<file path="src/hdl/vte_pkg.sv">
// Version token extractor: shared types, character constants and helpers.
// No dependencies; used by every file in hdl/ but vte_ram.
package vte_pkg;

  localparam logic [7:0] CH_QUOTE  = 8'h22;
  localparam logic [7:0] CH_COLON  = 8'h3a;
  localparam logic [7:0] CH_DOT    = 8'h2e;
  localparam logic [7:0] CH_UNDER  = 8'h5f;
  localparam logic [7:0] CH_HYPHEN = 8'h2d;
  localparam logic [3:0] KEY_LEN   = 4'd9;

  typedef enum logic [2:0] {
    ST_OK       = 3'd0,
    ST_NO_COLON = 3'd1,
    ST_NO_OPENQ = 3'd2,
    ST_UNTERM   = 3'd3,
    ST_BAD_LEN  = 3'd4,
    ST_ILLEGAL  = 3'd5
  } status_t;

  typedef enum logic [4:0] {
    KP_SEARCH  = 5'b00001,
    KP_COLON   = 5'b00010,
    KP_OPENQ   = 5'b00100,
    KP_CAPTURE = 5'b01000,
    KP_DONE    = 5'b10000
  } key_phase_t;

  typedef enum logic [3:0] {
    BP_SKIP   = 4'b0001,
    BP_QUOTED = 4'b0010,
    BP_RUN    = 4'b0100,
    BP_DONE   = 4'b1000
  } bare_phase_t;

  typedef struct packed {
    logic    key_path;
    logic    bank;
    status_t status;
  } run_desc_t;

  typedef struct packed {
    logic valid;
    logic bank;
  } bank_rel_t;

  typedef struct packed {
    logic [7:0] token_char;
    logic [4:0] token_length;
    status_t    parse_status;
    logic       run_last;
  } result_t;

  function automatic logic [7:0] key_char(input logic [3:0] pos);
    logic [7:0] c;
    unique case (pos)
      4'd0:    c = CH_QUOTE;
      4'd1:    c = 8'h76;
      4'd2:    c = 8'h65;
      4'd3:    c = 8'h72;
      4'd4:    c = 8'h73;
      4'd5:    c = 8'h69;
      4'd6:    c = 8'h6f;
      4'd7:    c = 8'h6e;
      4'd8:    c = CH_QUOTE;
      default: c = 8'h00;
    endcase
    return c;
  endfunction

  function automatic logic is_space(input logic [7:0] c);
    return (c == 8'h20) || (c >= 8'h09 && c <= 8'h0d);
  endfunction

  function automatic logic is_legal(input logic [7:0] c);
    return (c >= 8'h30 && c <= 8'h39) || (c >= 8'h41 && c <= 8'h5a) ||
           (c >= 8'h61 && c <= 8'h7a) || c == CH_DOT || c == CH_UNDER ||
           c == CH_HYPHEN;
  endfunction

endpackage

</file>
<file path="src/hdl/vte_ram.sv">
// Generic single-write, single-read RAM with registered read data.
// No dependencies.
module vte_ram #(
  parameter int WIDTH = 8,
  parameter int DEPTH = 64
) (
  input  logic                     clk,
  input  logic                     we,
  input  logic [$clog2(DEPTH)-1:0] waddr,
  input  logic [WIDTH-1:0]         wdata,
  input  logic [$clog2(DEPTH)-1:0] raddr,
  output logic [WIDTH-1:0]         rdata
);

  logic [WIDTH-1:0] mem [DEPTH];
  logic [WIDTH-1:0] rdata_r;

  always_ff @(posedge clk) begin
    if (we) begin
      mem[waddr] <= wdata;
    end
    rdata_r <= mem[raddr];
  end

  assign rdata = rdata_r;

endmodule

</file>
<file path="src/hdl/vte_front.sv">
// Front end: accepts body bytes, runs the key and bare parsers, writes
// captured characters to the token RAMs and queues one descriptor per run.
// Depends on vte_pkg.
module vte_front #(
  parameter int BODY_MAX    = 256,
  parameter int VERSION_MAX = 32
) (
  input  logic                                clk,
  input  logic                                rst_n,
  input  logic                                push,
  output logic                                full,
  input  logic [7:0]                          body_byte,
  input  logic                                body_last,
  input  vte_pkg::bank_rel_t                  rel,
  output logic                                key_we,
  output logic                                bare_we,
  output logic [$clog2(VERSION_MAX):0]        key_waddr,
  output logic [$clog2(VERSION_MAX):0]        bare_waddr,
  output logic                                q_push,
  output vte_pkg::run_desc_t                  q_desc,
  output logic [$clog2(VERSION_MAX+1)-1:0]    q_len,
  input  logic                                q_full
);

  localparam int IW  = $clog2(VERSION_MAX);
  localparam int LW  = $clog2(VERSION_MAX + 1);
  localparam int BCW = $clog2(BODY_MAX);

  logic [BCW-1:0]       byte_count_r, byte_count_nxt;
  logic                 text_ended_r, text_ended_nxt;
  logic [3:0]           key_pos_r, key_pos_nxt;
  vte_pkg::key_phase_t  key_phase_r, key_phase_nxt;
  logic [LW-1:0]        key_len_r, key_len_nxt;
  logic                 key_bad_r, key_bad_nxt;
  vte_pkg::bare_phase_t bare_phase_r, bare_phase_nxt;
  logic [LW-1:0]        bare_len_r, bare_len_nxt;
  logic                 bare_bad_r, bare_bad_nxt;
  logic                 bank_r;
  logic [1:0]           busy_r, busy_nxt;

  logic                 accept, live, feed, run_end;
  logic                 key_sel, sel_bad;
  logic [LW-1:0]        sel_len;
  vte_pkg::status_t     status;

  assign full    = busy_r[bank_r] || q_full;
  assign accept  = push && !full;
  assign live    = accept && !text_ended_r && (byte_count_r < BCW'(BODY_MAX - 1));
  assign feed    = live && (body_byte != 8'h00);
  assign run_end = accept && body_last;

  assign key_waddr  = {bank_r, key_len_r[IW-1:0]};
  assign bare_waddr = {bank_r, bare_len_r[IW-1:0]};

  always_comb begin
    key_pos_nxt   = key_pos_r;
    key_phase_nxt = key_phase_r;
    key_len_nxt   = key_len_r;
    key_bad_nxt   = key_bad_r;
    key_we        = 1'b0;
    if (feed) begin
      unique case (key_phase_r)
        vte_pkg::KP_SEARCH: begin
          if (key_pos_r < vte_pkg::KEY_LEN && body_byte == vte_pkg::key_char(key_pos_r)) begin
            key_pos_nxt = key_pos_r + 4'd1;
          end else begin
            key_pos_nxt = (body_byte == vte_pkg::CH_QUOTE) ? 4'd1 : 4'd0;
          end
          if (key_pos_nxt >= vte_pkg::KEY_LEN) begin
            key_phase_nxt = vte_pkg::KP_COLON;
          end
        end
        vte_pkg::KP_COLON: begin
          if (body_byte == vte_pkg::CH_COLON) begin
            key_phase_nxt = vte_pkg::KP_OPENQ;
          end
        end
        vte_pkg::KP_OPENQ: begin
          if (body_byte == vte_pkg::CH_QUOTE) begin
            key_phase_nxt = vte_pkg::KP_CAPTURE;
          end
        end
        vte_pkg::KP_CAPTURE: begin
          if (body_byte == vte_pkg::CH_QUOTE) begin
            key_phase_nxt = vte_pkg::KP_DONE;
          end else begin
            if (key_len_r < LW'(VERSION_MAX)) begin
              key_we      = key_len_r < LW'(VERSION_MAX - 1);
              key_len_nxt = key_len_r + LW'(1);
            end
            if (!vte_pkg::is_legal(body_byte)) begin
              key_bad_nxt = 1'b1;
            end
          end
        end
        vte_pkg::KP_DONE: begin
        end
        default: begin
        end
      endcase
    end
  end

  always_comb begin
    logic grab;
    grab           = 1'b0;
    bare_phase_nxt = bare_phase_r;
    bare_len_nxt   = bare_len_r;
    bare_bad_nxt   = bare_bad_r;
    bare_we        = 1'b0;
    if (feed) begin
      unique case (bare_phase_r)
        vte_pkg::BP_SKIP: begin
          if (!vte_pkg::is_space(body_byte)) begin
            if (body_byte == vte_pkg::CH_QUOTE) begin
              bare_phase_nxt = vte_pkg::BP_QUOTED;
            end else begin
              bare_phase_nxt = vte_pkg::BP_RUN;
              grab           = 1'b1;
            end
          end
        end
        vte_pkg::BP_QUOTED: begin
          if (body_byte == vte_pkg::CH_QUOTE) begin
            bare_phase_nxt = vte_pkg::BP_DONE;
          end else begin
            grab = 1'b1;
          end
        end
        vte_pkg::BP_RUN: begin
          if (vte_pkg::is_space(body_byte)) begin
            bare_phase_nxt = vte_pkg::BP_DONE;
          end else begin
            grab = 1'b1;
          end
        end
        vte_pkg::BP_DONE: begin
        end
        default: begin
        end
      endcase
    end
    if (grab) begin
      if (bare_len_r < LW'(VERSION_MAX)) begin
        bare_we      = bare_len_r < LW'(VERSION_MAX - 1);
        bare_len_nxt = bare_len_r + LW'(1);
      end
      if (!vte_pkg::is_legal(body_byte)) begin
        bare_bad_nxt = 1'b1;
      end
    end
  end

  always_comb begin
    key_sel = key_phase_nxt != vte_pkg::KP_SEARCH;
    if (key_sel) begin
      sel_len = key_len_nxt;
      sel_bad = key_bad_nxt;
      priority if (key_phase_nxt == vte_pkg::KP_COLON) begin
        status = vte_pkg::ST_NO_COLON;
      end else if (key_phase_nxt == vte_pkg::KP_OPENQ) begin
        status = vte_pkg::ST_NO_OPENQ;
      end else if (key_phase_nxt == vte_pkg::KP_CAPTURE) begin
        status = vte_pkg::ST_UNTERM;
      end else begin
        status = vte_pkg::ST_OK;
      end
    end else begin
      sel_len = bare_len_nxt;
      sel_bad = bare_bad_nxt;
      status  = (bare_phase_nxt == vte_pkg::BP_QUOTED) ? vte_pkg::ST_UNTERM : vte_pkg::ST_OK;
    end
    if (status == vte_pkg::ST_OK && (sel_len == '0 || sel_len >= LW'(VERSION_MAX))) begin
      status = vte_pkg::ST_BAD_LEN;
    end
    if (status == vte_pkg::ST_OK && sel_bad) begin
      status = vte_pkg::ST_ILLEGAL;
    end
  end

  assign q_push          = run_end;
  assign q_desc.key_path = key_sel;
  assign q_desc.bank     = bank_r;
  assign q_desc.status   = status;
  assign q_len           = sel_len;

  always_comb begin
    byte_count_nxt = byte_count_r;
    text_ended_nxt = text_ended_r;
    if (live) begin
      if (body_byte == 8'h00) begin
        text_ended_nxt = 1'b1;
      end else begin
        byte_count_nxt = byte_count_r + BCW'(1);
      end
    end
    busy_nxt = busy_r;
    if (rel.valid) begin
      busy_nxt[rel.bank] = 1'b0;
    end
    if (run_end) begin
      busy_nxt[bank_r] = 1'b1;
    end
  end

  always_ff @(posedge clk) begin
    if (!rst_n || run_end) begin
      byte_count_r <= '0;
      text_ended_r <= 1'b0;
      key_pos_r    <= 4'd0;
      key_phase_r  <= vte_pkg::KP_SEARCH;
      key_len_r    <= '0;
      key_bad_r    <= 1'b0;
      bare_phase_r <= vte_pkg::BP_SKIP;
      bare_len_r   <= '0;
      bare_bad_r   <= 1'b0;
    end else begin
      byte_count_r <= byte_count_nxt;
      text_ended_r <= text_ended_nxt;
      key_pos_r    <= key_pos_nxt;
      key_phase_r  <= key_phase_nxt;
      key_len_r    <= key_len_nxt;
      key_bad_r    <= key_bad_nxt;
      bare_phase_r <= bare_phase_nxt;
      bare_len_r   <= bare_len_nxt;
      bare_bad_r   <= bare_bad_nxt;
    end
  end

  always_ff @(posedge clk) begin
    if (!rst_n) begin
      bank_r <= 1'b0;
      busy_r <= 2'b00;
    end else begin
      bank_r <= bank_r ^ run_end;
      busy_r <= busy_nxt;
    end
  end

endmodule

</file>
<file path="src/hdl/vte_desc_q.sv">
// Two-entry queue of run descriptors between front and back end.
// Depends on vte_pkg.
module vte_desc_q #(
  parameter int LEN_W = 6
) (
  input  logic               clk,
  input  logic               rst_n,
  input  logic               push,
  input  vte_pkg::run_desc_t din_desc,
  input  logic [LEN_W-1:0]   din_len,
  output logic               full,
  input  logic               pop,
  output logic               empty,
  output vte_pkg::run_desc_t dout_desc,
  output logic [LEN_W-1:0]   dout_len
);

  vte_pkg::run_desc_t desc_r [2];
  logic [LEN_W-1:0]   len_r  [2];
  logic               wr_ptr_r, rd_ptr_r;
  logic [1:0]         cnt_r;
  logic               do_push, do_pop;

  assign full      = cnt_r == 2'd2;
  assign empty     = cnt_r == 2'd0;
  assign do_push   = push && !full;
  assign do_pop    = pop && !empty;
  assign dout_desc = desc_r[rd_ptr_r];
  assign dout_len  = len_r[rd_ptr_r];

  always_ff @(posedge clk) begin
    if (do_push) begin
      desc_r[wr_ptr_r] <= din_desc;
      len_r[wr_ptr_r]  <= din_len;
    end
  end

  always_ff @(posedge clk) begin
    if (!rst_n) begin
      wr_ptr_r <= 1'b0;
      rd_ptr_r <= 1'b0;
      cnt_r    <= 2'd0;
    end else begin
      wr_ptr_r <= wr_ptr_r ^ do_push;
      rd_ptr_r <= rd_ptr_r ^ do_pop;
      cnt_r    <= cnt_r + 2'(do_push) - 2'(do_pop);
    end
  end

endmodule

</file>
<file path="src/hdl/vte_back.sv">
// Back end: walks each queued run, reads token characters from the RAMs
// and pushes result items into a four-entry output queue.
// Depends on vte_pkg.
module vte_back #(
  parameter int VERSION_MAX = 32
) (
  input  logic                             clk,
  input  logic                             rst_n,
  input  logic                             q_empty,
  input  vte_pkg::run_desc_t               q_desc,
  input  logic [$clog2(VERSION_MAX+1)-1:0] q_len,
  output logic                             q_pop,
  output vte_pkg::bank_rel_t               rel,
  output logic [$clog2(VERSION_MAX):0]     rd_addr,
  input  logic [7:0]                       key_rdata,
  input  logic [7:0]                       bare_rdata,
  output logic                             out_empty,
  input  logic                             out_pop,
  output vte_pkg::result_t                 out_result
);

  localparam int IW = $clog2(VERSION_MAX);
  localparam int LW = $clog2(VERSION_MAX + 1);

  logic               active_r;
  vte_pkg::run_desc_t cur_desc_r;
  logic [LW-1:0]      cur_len_r;
  logic [LW-1:0]      k_r;

  logic               pend_r;
  logic               pend_key_r;
  logic               pend_fail_r;
  vte_pkg::result_t   pend_item_r;

  vte_pkg::result_t   fifo_r [4];
  logic [1:0]         wr_ptr_r, rd_ptr_r;
  logic [2:0]         cnt_r;

  logic               issue, fail, is_end, do_pop;
  vte_pkg::result_t   wr_item;

  assign q_pop   = !active_r && !q_empty;
  assign fail    = cur_desc_r.status != vte_pkg::ST_OK;
  assign is_end  = fail || (k_r == cur_len_r - LW'(1));
  assign issue   = active_r && ((cnt_r + 3'(pend_r)) < 3'd4);
  assign rd_addr = {cur_desc_r.bank, k_r[IW-1:0]};

  assign rel.valid = issue && is_end;
  assign rel.bank  = cur_desc_r.bank;

  always_ff @(posedge clk) begin
    if (!rst_n) begin
      active_r <= 1'b0;
      pend_r   <= 1'b0;
    end else begin
      pend_r <= issue;
      if (q_pop) begin
        active_r <= 1'b1;
      end else if (issue && is_end) begin
        active_r <= 1'b0;
      end
    end
  end

  always_ff @(posedge clk) begin
    if (q_pop) begin
      cur_desc_r <= q_desc;
      cur_len_r  <= q_len;
      k_r        <= '0;
    end else if (issue) begin
      k_r <= k_r + LW'(1);
    end
    if (issue) begin
      pend_key_r               <= cur_desc_r.key_path;
      pend_fail_r              <= fail;
      pend_item_r.token_char   <= 8'h00;
      pend_item_r.token_length <= fail ? 5'd0 : 5'(cur_len_r);
      pend_item_r.parse_status <= cur_desc_r.status;
      pend_item_r.run_last     <= is_end;
    end
  end

  always_comb begin
    wr_item = pend_item_r;
    if (!pend_fail_r) begin
      wr_item.token_char = pend_key_r ? key_rdata : bare_rdata;
    end
  end

  assign out_empty  = cnt_r == 3'd0;
  assign do_pop     = out_pop && !out_empty;
  assign out_result = fifo_r[rd_ptr_r];

  always_ff @(posedge clk) begin
    if (pend_r) begin
      fifo_r[wr_ptr_r] <= wr_item;
    end
  end

  always_ff @(posedge clk) begin
    if (!rst_n) begin
      wr_ptr_r <= 2'd0;
      rd_ptr_r <= 2'd0;
      cnt_r    <= 3'd0;
    end else begin
      wr_ptr_r <= wr_ptr_r + 2'(pend_r);
      rd_ptr_r <= rd_ptr_r + 2'(do_pop);
      cnt_r    <= cnt_r + 3'(pend_r) - 3'(do_pop);
    end
  end

endmodule

</file>
<file path="src/hdl/version_token_extractor_core.sv">
// Version token extractor, top level: front end, descriptor queue, back end
// and two double-banked token RAMs.
// Depends on vte_pkg, vte_ram, vte_front, vte_desc_q, vte_back.
//
//  channel | ports                                              | handshake
//  --------+----------------------------------------------------+---------------------
//  input   | in_body_byte, in_body_last                         | in_push / in_full
//  result  | out_token_char, out_token_length, out_parse_status,| out_pop / out_empty
//          | out_run_last                                       |
//
// One body byte per cycle while in_full is low; the parsers update in the cycle the item is taken.
// The back end emits one result per cycle while its output queue has room, with one
// RAM read each, and takes the next run only after the last one ends. Token RAMs
// hold two banks, so a new run may start while the previous one drains; a third
// run waits (in_full) until a bank frees. Reset is synchronous; the RAMs need no
// clearing. A stalled result side backs up through a four-item output queue.
module version_token_extractor_core #(
  parameter int BODY_MAX    = 256,
  parameter int VERSION_MAX = 32
) (
  input  logic       clk,
  input  logic       rst_n,
  input  logic       in_push,
  output logic       in_full,
  input  logic [7:0] in_body_byte,
  input  logic       in_body_last,
  output logic       out_empty,
  input  logic       out_pop,
  output logic [7:0] out_token_char,
  output logic [4:0] out_token_length,
  output logic [2:0] out_parse_status,
  output logic       out_run_last
);

  localparam int IW    = $clog2(VERSION_MAX);
  localparam int LW    = $clog2(VERSION_MAX + 1);
  localparam int AW    = IW + 1;
  localparam int DEPTH = 2 ** AW;

  logic               key_we, bare_we;
  logic [AW-1:0]      key_waddr, bare_waddr, rd_addr;
  logic [7:0]         key_rdata, bare_rdata;
  logic               q_push, q_full, q_pop, q_empty;
  vte_pkg::run_desc_t q_din, q_dout;
  logic [LW-1:0]      q_din_len, q_dout_len;
  vte_pkg::bank_rel_t rel;
  vte_pkg::result_t   result;

  vte_front #(
    .BODY_MAX    (BODY_MAX),
    .VERSION_MAX (VERSION_MAX)
  ) u_front (
    .clk        (clk),
    .rst_n      (rst_n),
    .push       (in_push),
    .full       (in_full),
    .body_byte  (in_body_byte),
    .body_last  (in_body_last),
    .rel        (rel),
    .key_we     (key_we),
    .bare_we    (bare_we),
    .key_waddr  (key_waddr),
    .bare_waddr (bare_waddr),
    .q_push     (q_push),
    .q_desc     (q_din),
    .q_len      (q_din_len),
    .q_full     (q_full)
  );

  vte_ram #(
    .WIDTH (8),
    .DEPTH (DEPTH)
  ) u_key_ram (
    .clk   (clk),
    .we    (key_we),
    .waddr (key_waddr),
    .wdata (in_body_byte),
    .raddr (rd_addr),
    .rdata (key_rdata)
  );

  vte_ram #(
    .WIDTH (8),
    .DEPTH (DEPTH)
  ) u_bare_ram (
    .clk   (clk),
    .we    (bare_we),
    .waddr (bare_waddr),
    .wdata (in_body_byte),
    .raddr (rd_addr),
    .rdata (bare_rdata)
  );

  vte_desc_q #(
    .LEN_W (LW)
  ) u_desc_q (
    .clk       (clk),
    .rst_n     (rst_n),
    .push      (q_push),
    .din_desc  (q_din),
    .din_len   (q_din_len),
    .full      (q_full),
    .pop       (q_pop),
    .empty     (q_empty),
    .dout_desc (q_dout),
    .dout_len  (q_dout_len)
  );

  vte_back #(
    .VERSION_MAX (VERSION_MAX)
  ) u_back (
    .clk        (clk),
    .rst_n      (rst_n),
    .q_empty    (q_empty),
    .q_desc     (q_dout),
    .q_len      (q_dout_len),
    .q_pop      (q_pop),
    .rel        (rel),
    .rd_addr    (rd_addr),
    .key_rdata  (key_rdata),
    .bare_rdata (bare_rdata),
    .out_empty  (out_empty),
    .out_pop    (out_pop),
    .out_result (result)
  );

  assign out_token_char   = result.token_char;
  assign out_token_length = result.token_length;
  assign out_parse_status = result.parse_status;
  assign out_run_last     = result.run_last;

  a_desc_no_overflow: assert property (@(posedge clk) disable iff (!rst_n)
    q_push |-> !q_full)
    else $error("descriptor pushed into a full queue");

  a_fail_item_form: assert property (@(posedge clk) disable iff (!rst_n)
    (!out_empty && out_parse_status != vte_pkg::ST_OK) |->
      (out_run_last && out_token_length == 5'd0 && out_token_char == 8'h00))
    else $error("failure item not a lone zeroed item");

  a_empty_after_reset: assert property (@(posedge clk)
    !rst_n |=> out_empty)
    else $error("result queue not empty after reset");

endmodule

</file>
<file path="config.mk">
export PLATFORM = sky130hd
export DESIGN_NAME = version_token_extractor_core
export DESIGN_NICKNAME = d
export VERILOG_FILES = /design/src/hdl/vte_pkg.sv /design/src/hdl/vte_ram.sv /design/src/hdl/vte_front.sv /design/src/hdl/vte_desc_q.sv /design/src/hdl/vte_back.sv /design/src/hdl/version_token_extractor_core.sv
export SDC_FILE = /design/constraint.sdc
export NUM_CORES = 1
export LEC_CHECK = 0
export ABC_AREA = 1
export ABC_CLOCK_PERIOD_IN_PS = 3600
export BUFFER_PORTS_ARGS = -buffer_cell sky130_fd_sc_hd__buf_2
export CAP_MARGIN = 20
export CORE_ASPECT_RATIO = 1.5
export CORE_MARGIN = 5
export CORE_UTILIZATION = 45
export DETAILED_ROUTE_END_ITERATION = 10
export PLACE_DENSITY = 0.68
export REMOVE_ABC_BUFFERS = 1
export SYNTH_ARGS = -nofsm -noshare
export SYNTH_HDL_FRONTEND = slang
export SYNTH_SLANG_ARGS = --single-unit
</file>
<file path="constraint.sdc">
create_clock -name clk -period 3.6 [get_ports clk]
set_input_delay 0.54 -clock clk [delete_from_list [all_inputs] [get_ports clk]]
set_output_delay 0.54 -clock clk [all_outputs]
set_load 0.1 [all_outputs]
</file>
After elaboration in Yosys (flattened, before gate mapping)
Memory sizes are Yosys's and may differ from the RTL's. A register that Yosys moved wholly into a read port is not among the register bits.
Cells that the tools add are included.
{"block": "word_totals", "reg_bits": 69, "latchBits": 0, "ramBits": 1114, "rom_bits": 112, "input_bits": 13, "word_cells": 214, "memories": 6}
{"memory": "u_bare_ram.mem", "depth": 64, "width": 8, "rd": 1, "rd_ports_with_merged_regs": 1, "write_ports": 1, "line": "vte_ram.sv:15", "source": "logic [WIDTH-1:0] mem [DEPTH];"}
{"memory": "u_key_ram.mem", "depth": 64, "width": 8, "rd": 1, "rd_ports_with_merged_regs": 1, "write_ports": 1, "line": "vte_ram.sv:15"}
{"memory": "(no name shown)", "depth": 16, "width": 7, "rd": 1, "rd_ports_with_merged_regs": 1, "write_ports": 0, "line": "vte_pkg.sv:56", "source": "unique case (pos)"}
{"memory": "u_back.fifo_r", "depth": 4, "width": 17, "rd": 1, "rd_ports_with_merged_regs": 1, "write_ports": 1, "line": "vte_back.sv:35", "source": "vte_pkg::result_t fifo_r [4];"}
{"memory": "u_desc_q.len_r", "depth": 2, "width": 6, "rd": 1, "rd_ports_with_merged_regs": 1, "write_ports": 1, "line": "vte_desc_q.sv:19", "source": "logic [LEN_W-1:0] len_r [2];"}
{"memory": "u_desc_q.desc_r", "depth": 2, "width": 5, "rd": 1, "rd_ports_with_merged_regs": 1, "write_ports": 1, "line": "vte_desc_q.sv:18", "source": "vte_pkg::run_desc_t desc_r [2];"}
{"block": "op_classes", "addsub": 12, "multipliers": 0, "n_div": 0, "magnitude_cmp": 21, "n_eq_ne": 21, "shift": 0, "mux": 73, "bitwise_logic": 7, "n_reduce_logical": 49}
{"op": "$mux W6", "count": 7}
{"op": "$eq A8 B6 Y1 const B", "count": 5}
{"op": "$mux W4", "count": 9}
{"op": "$mux W1", "count": 32}
{"op": "$mux W8", "count": 4}
{"op": "$mux W5", "count": 5}
{"op": "$logic_and A1 B1 Y1", "count": 20}
{"op": "$pmux W5 S4", "count": 1}
{"op": "$add A6 B1 Y6 const B", "count": 3}
{"op": "$mux W3", "count": 6}
{"op": "$ge A8 B7 Y1 const B", "count": 2}
{"op": "$le A8 B7 Y1 const B", "count": 2}
{"op": "$lt A6 B5 Y1 const B", "count": 2}
{"op": "$lt A6 B6 Y1 const B", "count": 2}
{"op": "$pmux W4 S3", "count": 1}
{"op": "$eq A5 B2 Y1 const B", "count": 2}
{"op": "$eq A5 B3 Y1 const B", "count": 2}
{"op": "$eq A5 B4 Y1 const B", "count": 2}
{"op": "$logic_or A1 B1 Y1", "count": 10}
{"op": "$mux W2", "count": 5}
{"op": "$logic_not A3 Y1", "count": 3}
{"op": "$add A8 B1 Y8 const B", "count": 1}
{"op": "$eq A4 B2 Y1 const B", "count": 2}
{"op": "$eq A8 B7 Y1 const B", "count": 1}
{"op": "other kinds (39)", "count": 54}

Depth between registers and ports, before layout
{"block": "logic_depth", "depth_word": 29, "mapped_depth": 22, "depth_no_buf": 22}

Modules after synthesis
Synthesis repeated with hierarchy kept, for this count alone.
{"block": "unflattened", "hier_cells": 4548, "hier_area_um2": 51284.2}
{"module": "vte_ram", "instances": 2, "cells_each": 1805, "area_per_inst_um2": 21339.2, "seq_area_each_um2": 15534.9}
{"module": "vte_back", "instances": 1, "cells_each": 358, "area_per_inst_um2": 4250.3, "seq_area_each_um2": 3002.9}
{"module": "vte_front", "instances": 1, "cells_each": 509, "area_per_inst_um2": 3256.9, "seq_area_each_um2": 920.9}
{"module": "vte_desc_q", "instances": 1, "cells_each": 71, "area_per_inst_um2": 1098.6, "seq_area_each_um2": 760.7}

Worst setup path after synthesis
Ideal clock, no wire load.
{"block": "synth_timing", "path_kind": "reg-to-reg", "from": "reg u_back.cnt_r[2]", "to": "reg u_back.cnt_r[2]", "arrival_ns": 3.272, "slack_ns": 0.205, "path_stages_with_launch": 7, "path_buffers": 0, "period_less_slack_ns": 3.395, "path_cell_list": "dfxtp_1 > nor3_1 > nor2_1 > ha_1 > ha_1 > o21ai_0 > a21oi_1"}
{"block": "synth_between", "elab_chain_cells": 4, "elab_cells_between_ends": 5}
{"element": "start: declaration", "line": "vte_back.sv:37", "source": "logic [2:0] cnt_r;"}
{"element": "start signal: assignment", "line": "vte_back.sv:108", "source": "cnt_r <= cnt_r + 3'(pend_r) - 3'(do_pop);"}
{"element": "$logic_not A3 Y1", "line": "vte_back.sv:90", "source": "assign out_empty = cnt_r == 3'd0;"}
{"element": "named net out_empty", "line": "version_token_extractor_core.sv:27", "source": "output logic out_empty,"}
{"element": "$logic_not A1 Y1", "line": "vte_back.sv:91", "source": "assign do_pop = out_pop && !out_empty;"}
{"element": "$logic_and A1 B1 Y1", "line": "vte_back.sv:91"}
{"element": "$sub A3 B1 Y3", "line": "vte_back.sv:108"}
The timed path passes the listed nets, and every way through them passes these cells.
A chain may end at the register's enable or synchronous reset.

==> results.yml <==
cts:
  htreeDepth: 3
  clkLatencyLatePin_ns: 0.71
  root_buffer: "clkbuf_16"
  cts.hold.buffers_added: 0
  clk_path_buf_depth: 3
  clk_pin_slew_worst_paths_ns: 0.07
  cts_sinks: 1217
  cts_tree: "built"
  ctsResizeCount: 0
  cts_buffers: 105
  postCtsSetupBuffers: 0
route:
  drc_errors: 0
  drt_first_iter_violations: 2910
  totalWireLength_um: 127000
  num_vias: 31600
  wl_per_cell_um: 22.9
  antenna_left: 0
  via_per_inst: 5.72
  first_pass_iters: 6
critical_path:
  worst_ep_required_time_ns: 3.06
  cp-start-kind: "flip-flop"
  cp_data_arrival_time_ns: 2.81
  cp_max_fo: 13
  endpoint_kind: "output port"
  crit_type: "reg -> out"
cells_and_area:
  layout_commonest_cell: "edfxtp_1"
  fillers: 8892
  fin_util_pct: 51.5
  fin_nets: 4043
  layout_common_cells: "1,136 x edfxtp_1, 740 x nor2_1, 582 x o21ai_0, 303 x nand2_1, 207 x buf_4"
  drive_gt1_share_pct: 11.7
  fin_cells: 5516
  area_delta_synth_final_pct: 13.5
synthesis:
  synth_edf_count: 1136
  postSynthAreaPerCell_um2: 12.5
  yosysWarningCount: 0
  ys_seq_elements: 1217
  seq_area_frac_synth_pct: 73.4
  ys.flop_type: "edfxtp_1"
  syn_area_um2: 48700
  synth-async-reset-ratio_pct: 0
  netlist_instances: 3895
  synth_cell_type_count: 44
sta:
  whs_ns: 0.138
  finalSetupViolCount: 0
  finClkSkew_ns: 0.0247
  min_period_ns: 3.35
  rsz0062_at_grt: "no"
  clock.fmax_ghz: 0.299
  tightestPinTransition_ns: 1.22
  period_share_pct: 92.9
  drv_slew: 0
  hold_viol_final: 0
  relSlewSlack_pct: 18.8
flow_run:
  drv_cap: 0
die:
  die_x_um: 278
  initial_core_util_pct: 45.4
  fp.dieArea_um2: 115000
  fp-row-count: 147
  coreArea_um2: 107000
  top_level_ports: 32
  die_h_um: 413
global_routing:
  grt_start_max_net_pins: 209
  grt_overflow: 0
  grtUsageTotal_pct: 21.4
  grt_pass1_vias: 30900
  grt_first_pass_wirelength_um: 189000
  antenna_found_initial: 2
place:
  place_congestion: 0.879
  place_inst: 5317
  place_hpwl_um: 79300
  io_buffers: 31
power_and_ir_drop:
  irDropWorstVdd_uv: 520
  switching_share_pct: 34.1
  pwr_density_cell_nw_per_um2: 710
  p_leak_nw: 18.2
  combinationalPowerShare_pct: 27.4
  p_switching_w: 0.0134
  intPower_w: 0.0258
  p_seq_share_pct: 42.1
  clkPwrFrac_pct: 30.5
hold_path:
  hp-class: "in -> reg"
status:
  status: "finished, final reports clean"
-- logic make-up (layout without fill, tap and decap cells) --
kind of cell             count (synthesis)  in the layout  share of synthesized area [%]
multiplexers                             1              1                         0.0206
buffers and inverters                  377            582                           2.95
other                                    0              1                              0
XOR/XNOR                                25             25                          0.450
adder cells (fa/ha/maj)                 21             21                          0.540
AO/OA/AOI/OAI                          976            976                           11.6
AND/OR/NAND/NOR                       1278           1278                           11.0
flip-flops                            1217           1217                           73.4
-- worst max-delay path, stage by stage, from the launching register on --
cell	delay [ns]
dfxtp_1	0.51
inv_1	0.30
buf_4	0.25
o21ai_0	0.11
o22ai_1	0.28
buf_4	0.22
buf_2	0.43
-- flip-flops by register name (all words and copies together) (netlist names), 5 cells and up, named ones only --
| signal | cells |
|---|---|
| u_back.k_r | 6 |
| u_bare_ram.mem | 512 |
| u_desc_q.desc_r | 10 |
| u_key_ram.rdata | 8 |
| u_back.fifo_r | 68 |
| u_bare_ram.rdata | 8 |
| u_front.key_phase_r | 5 |
| u_desc_q.len_r | 12 |
| u_front.byte_count_r | 8 |
| u_back.cur_len_r | 6 |
| u_key_ram.mem | 512 |
| u_front.key_len_r | 6 |
| u_front.bare_len_r | 6 |
| u_back.pend_item_r | 9 |
-- synthesized netlist by cell type, drive strengths merged, types with 16 or more instances --
cell / number / area [um2]
a21oi: 54 / 270
o221ai: 100 / 876
inv: 136 / 510
nand4: 72 / 478
o22ai: 174 / 1090
nor3: 23 / 125
edfxtp: 1136 / 34100
o21ai: 591 / 2970
o211ai: 30 / 225
ha: 21 / 263
nand2: 314 / 1220
buf: 19 / 91.3
clkbuf: 220 / 826
nand3: 104 / 546
dfxtp: 81 / 1620
nor2: 758 / 2930
xor2: 16 / 140
-- final timing paths --
path         slack, ns  cells past startpoint                   to               startpoint
min               0.14                      3    u_desc_q.cnt_r[0]                    rst_n
min reg2reg       0.42                      0    u_back.pend_key_r     u_back.cur_desc_r[4]
max               0.25                      6    out_token_char[2]       u_back.rd_ptr_r[1]
max reg2reg       0.42                     13  u_key_ram.mem[7][5]  u_front.byte_count_r[0]
-- layout make-up --
cell class,instances,area (um2),area share (%)
antenna,1,2.50,0.00453
timing repair buffer,246,1990,3.60
inverter,138,532,0.963
sequential,1217,35700,64.7
tap,1415,1770,3.21
clock buffer,129,2780,5.03
clock inverter,69,885,1.60
multi-input combinational,2301,11500,20.9
-- power groups by stage --
stage                     Sequential, W  Clock [W]  Combinational, W
final                            0.0165     0.0119            0.0107
after global routing             0.0166     0.0127            0.0116
after CTS                        0.0165     0.0121            0.0107
after detailed placement         0.0168          0            0.0107
after global placement           0.0168          0            0.0105
after floorplan                  0.0170          0           0.00530
-- per-stage QoR --
stage	instance area (um2)	TNS (ns)	power, W	setup WS [ns]
global route	55200	0	0.0408	0.174
finish	55200	0	0.0392	0.255
global placement	51600	0	0.0273	0.183
floorplan	47700	-487.88	0.0223	-20.67
CTS	55200	0	0.0393	0.180
detailed placement	51600	0	0.0275	0.135
-- per-layer routing --
metal  share of wire (%)  GRT usage, %
met1                  36          25.1
met2                  52          38.4
met3                 6.0          2.51
met4                 5.9          11.6
met5                   0             0
Note: power is estimated with default switching activity, not from simulation.
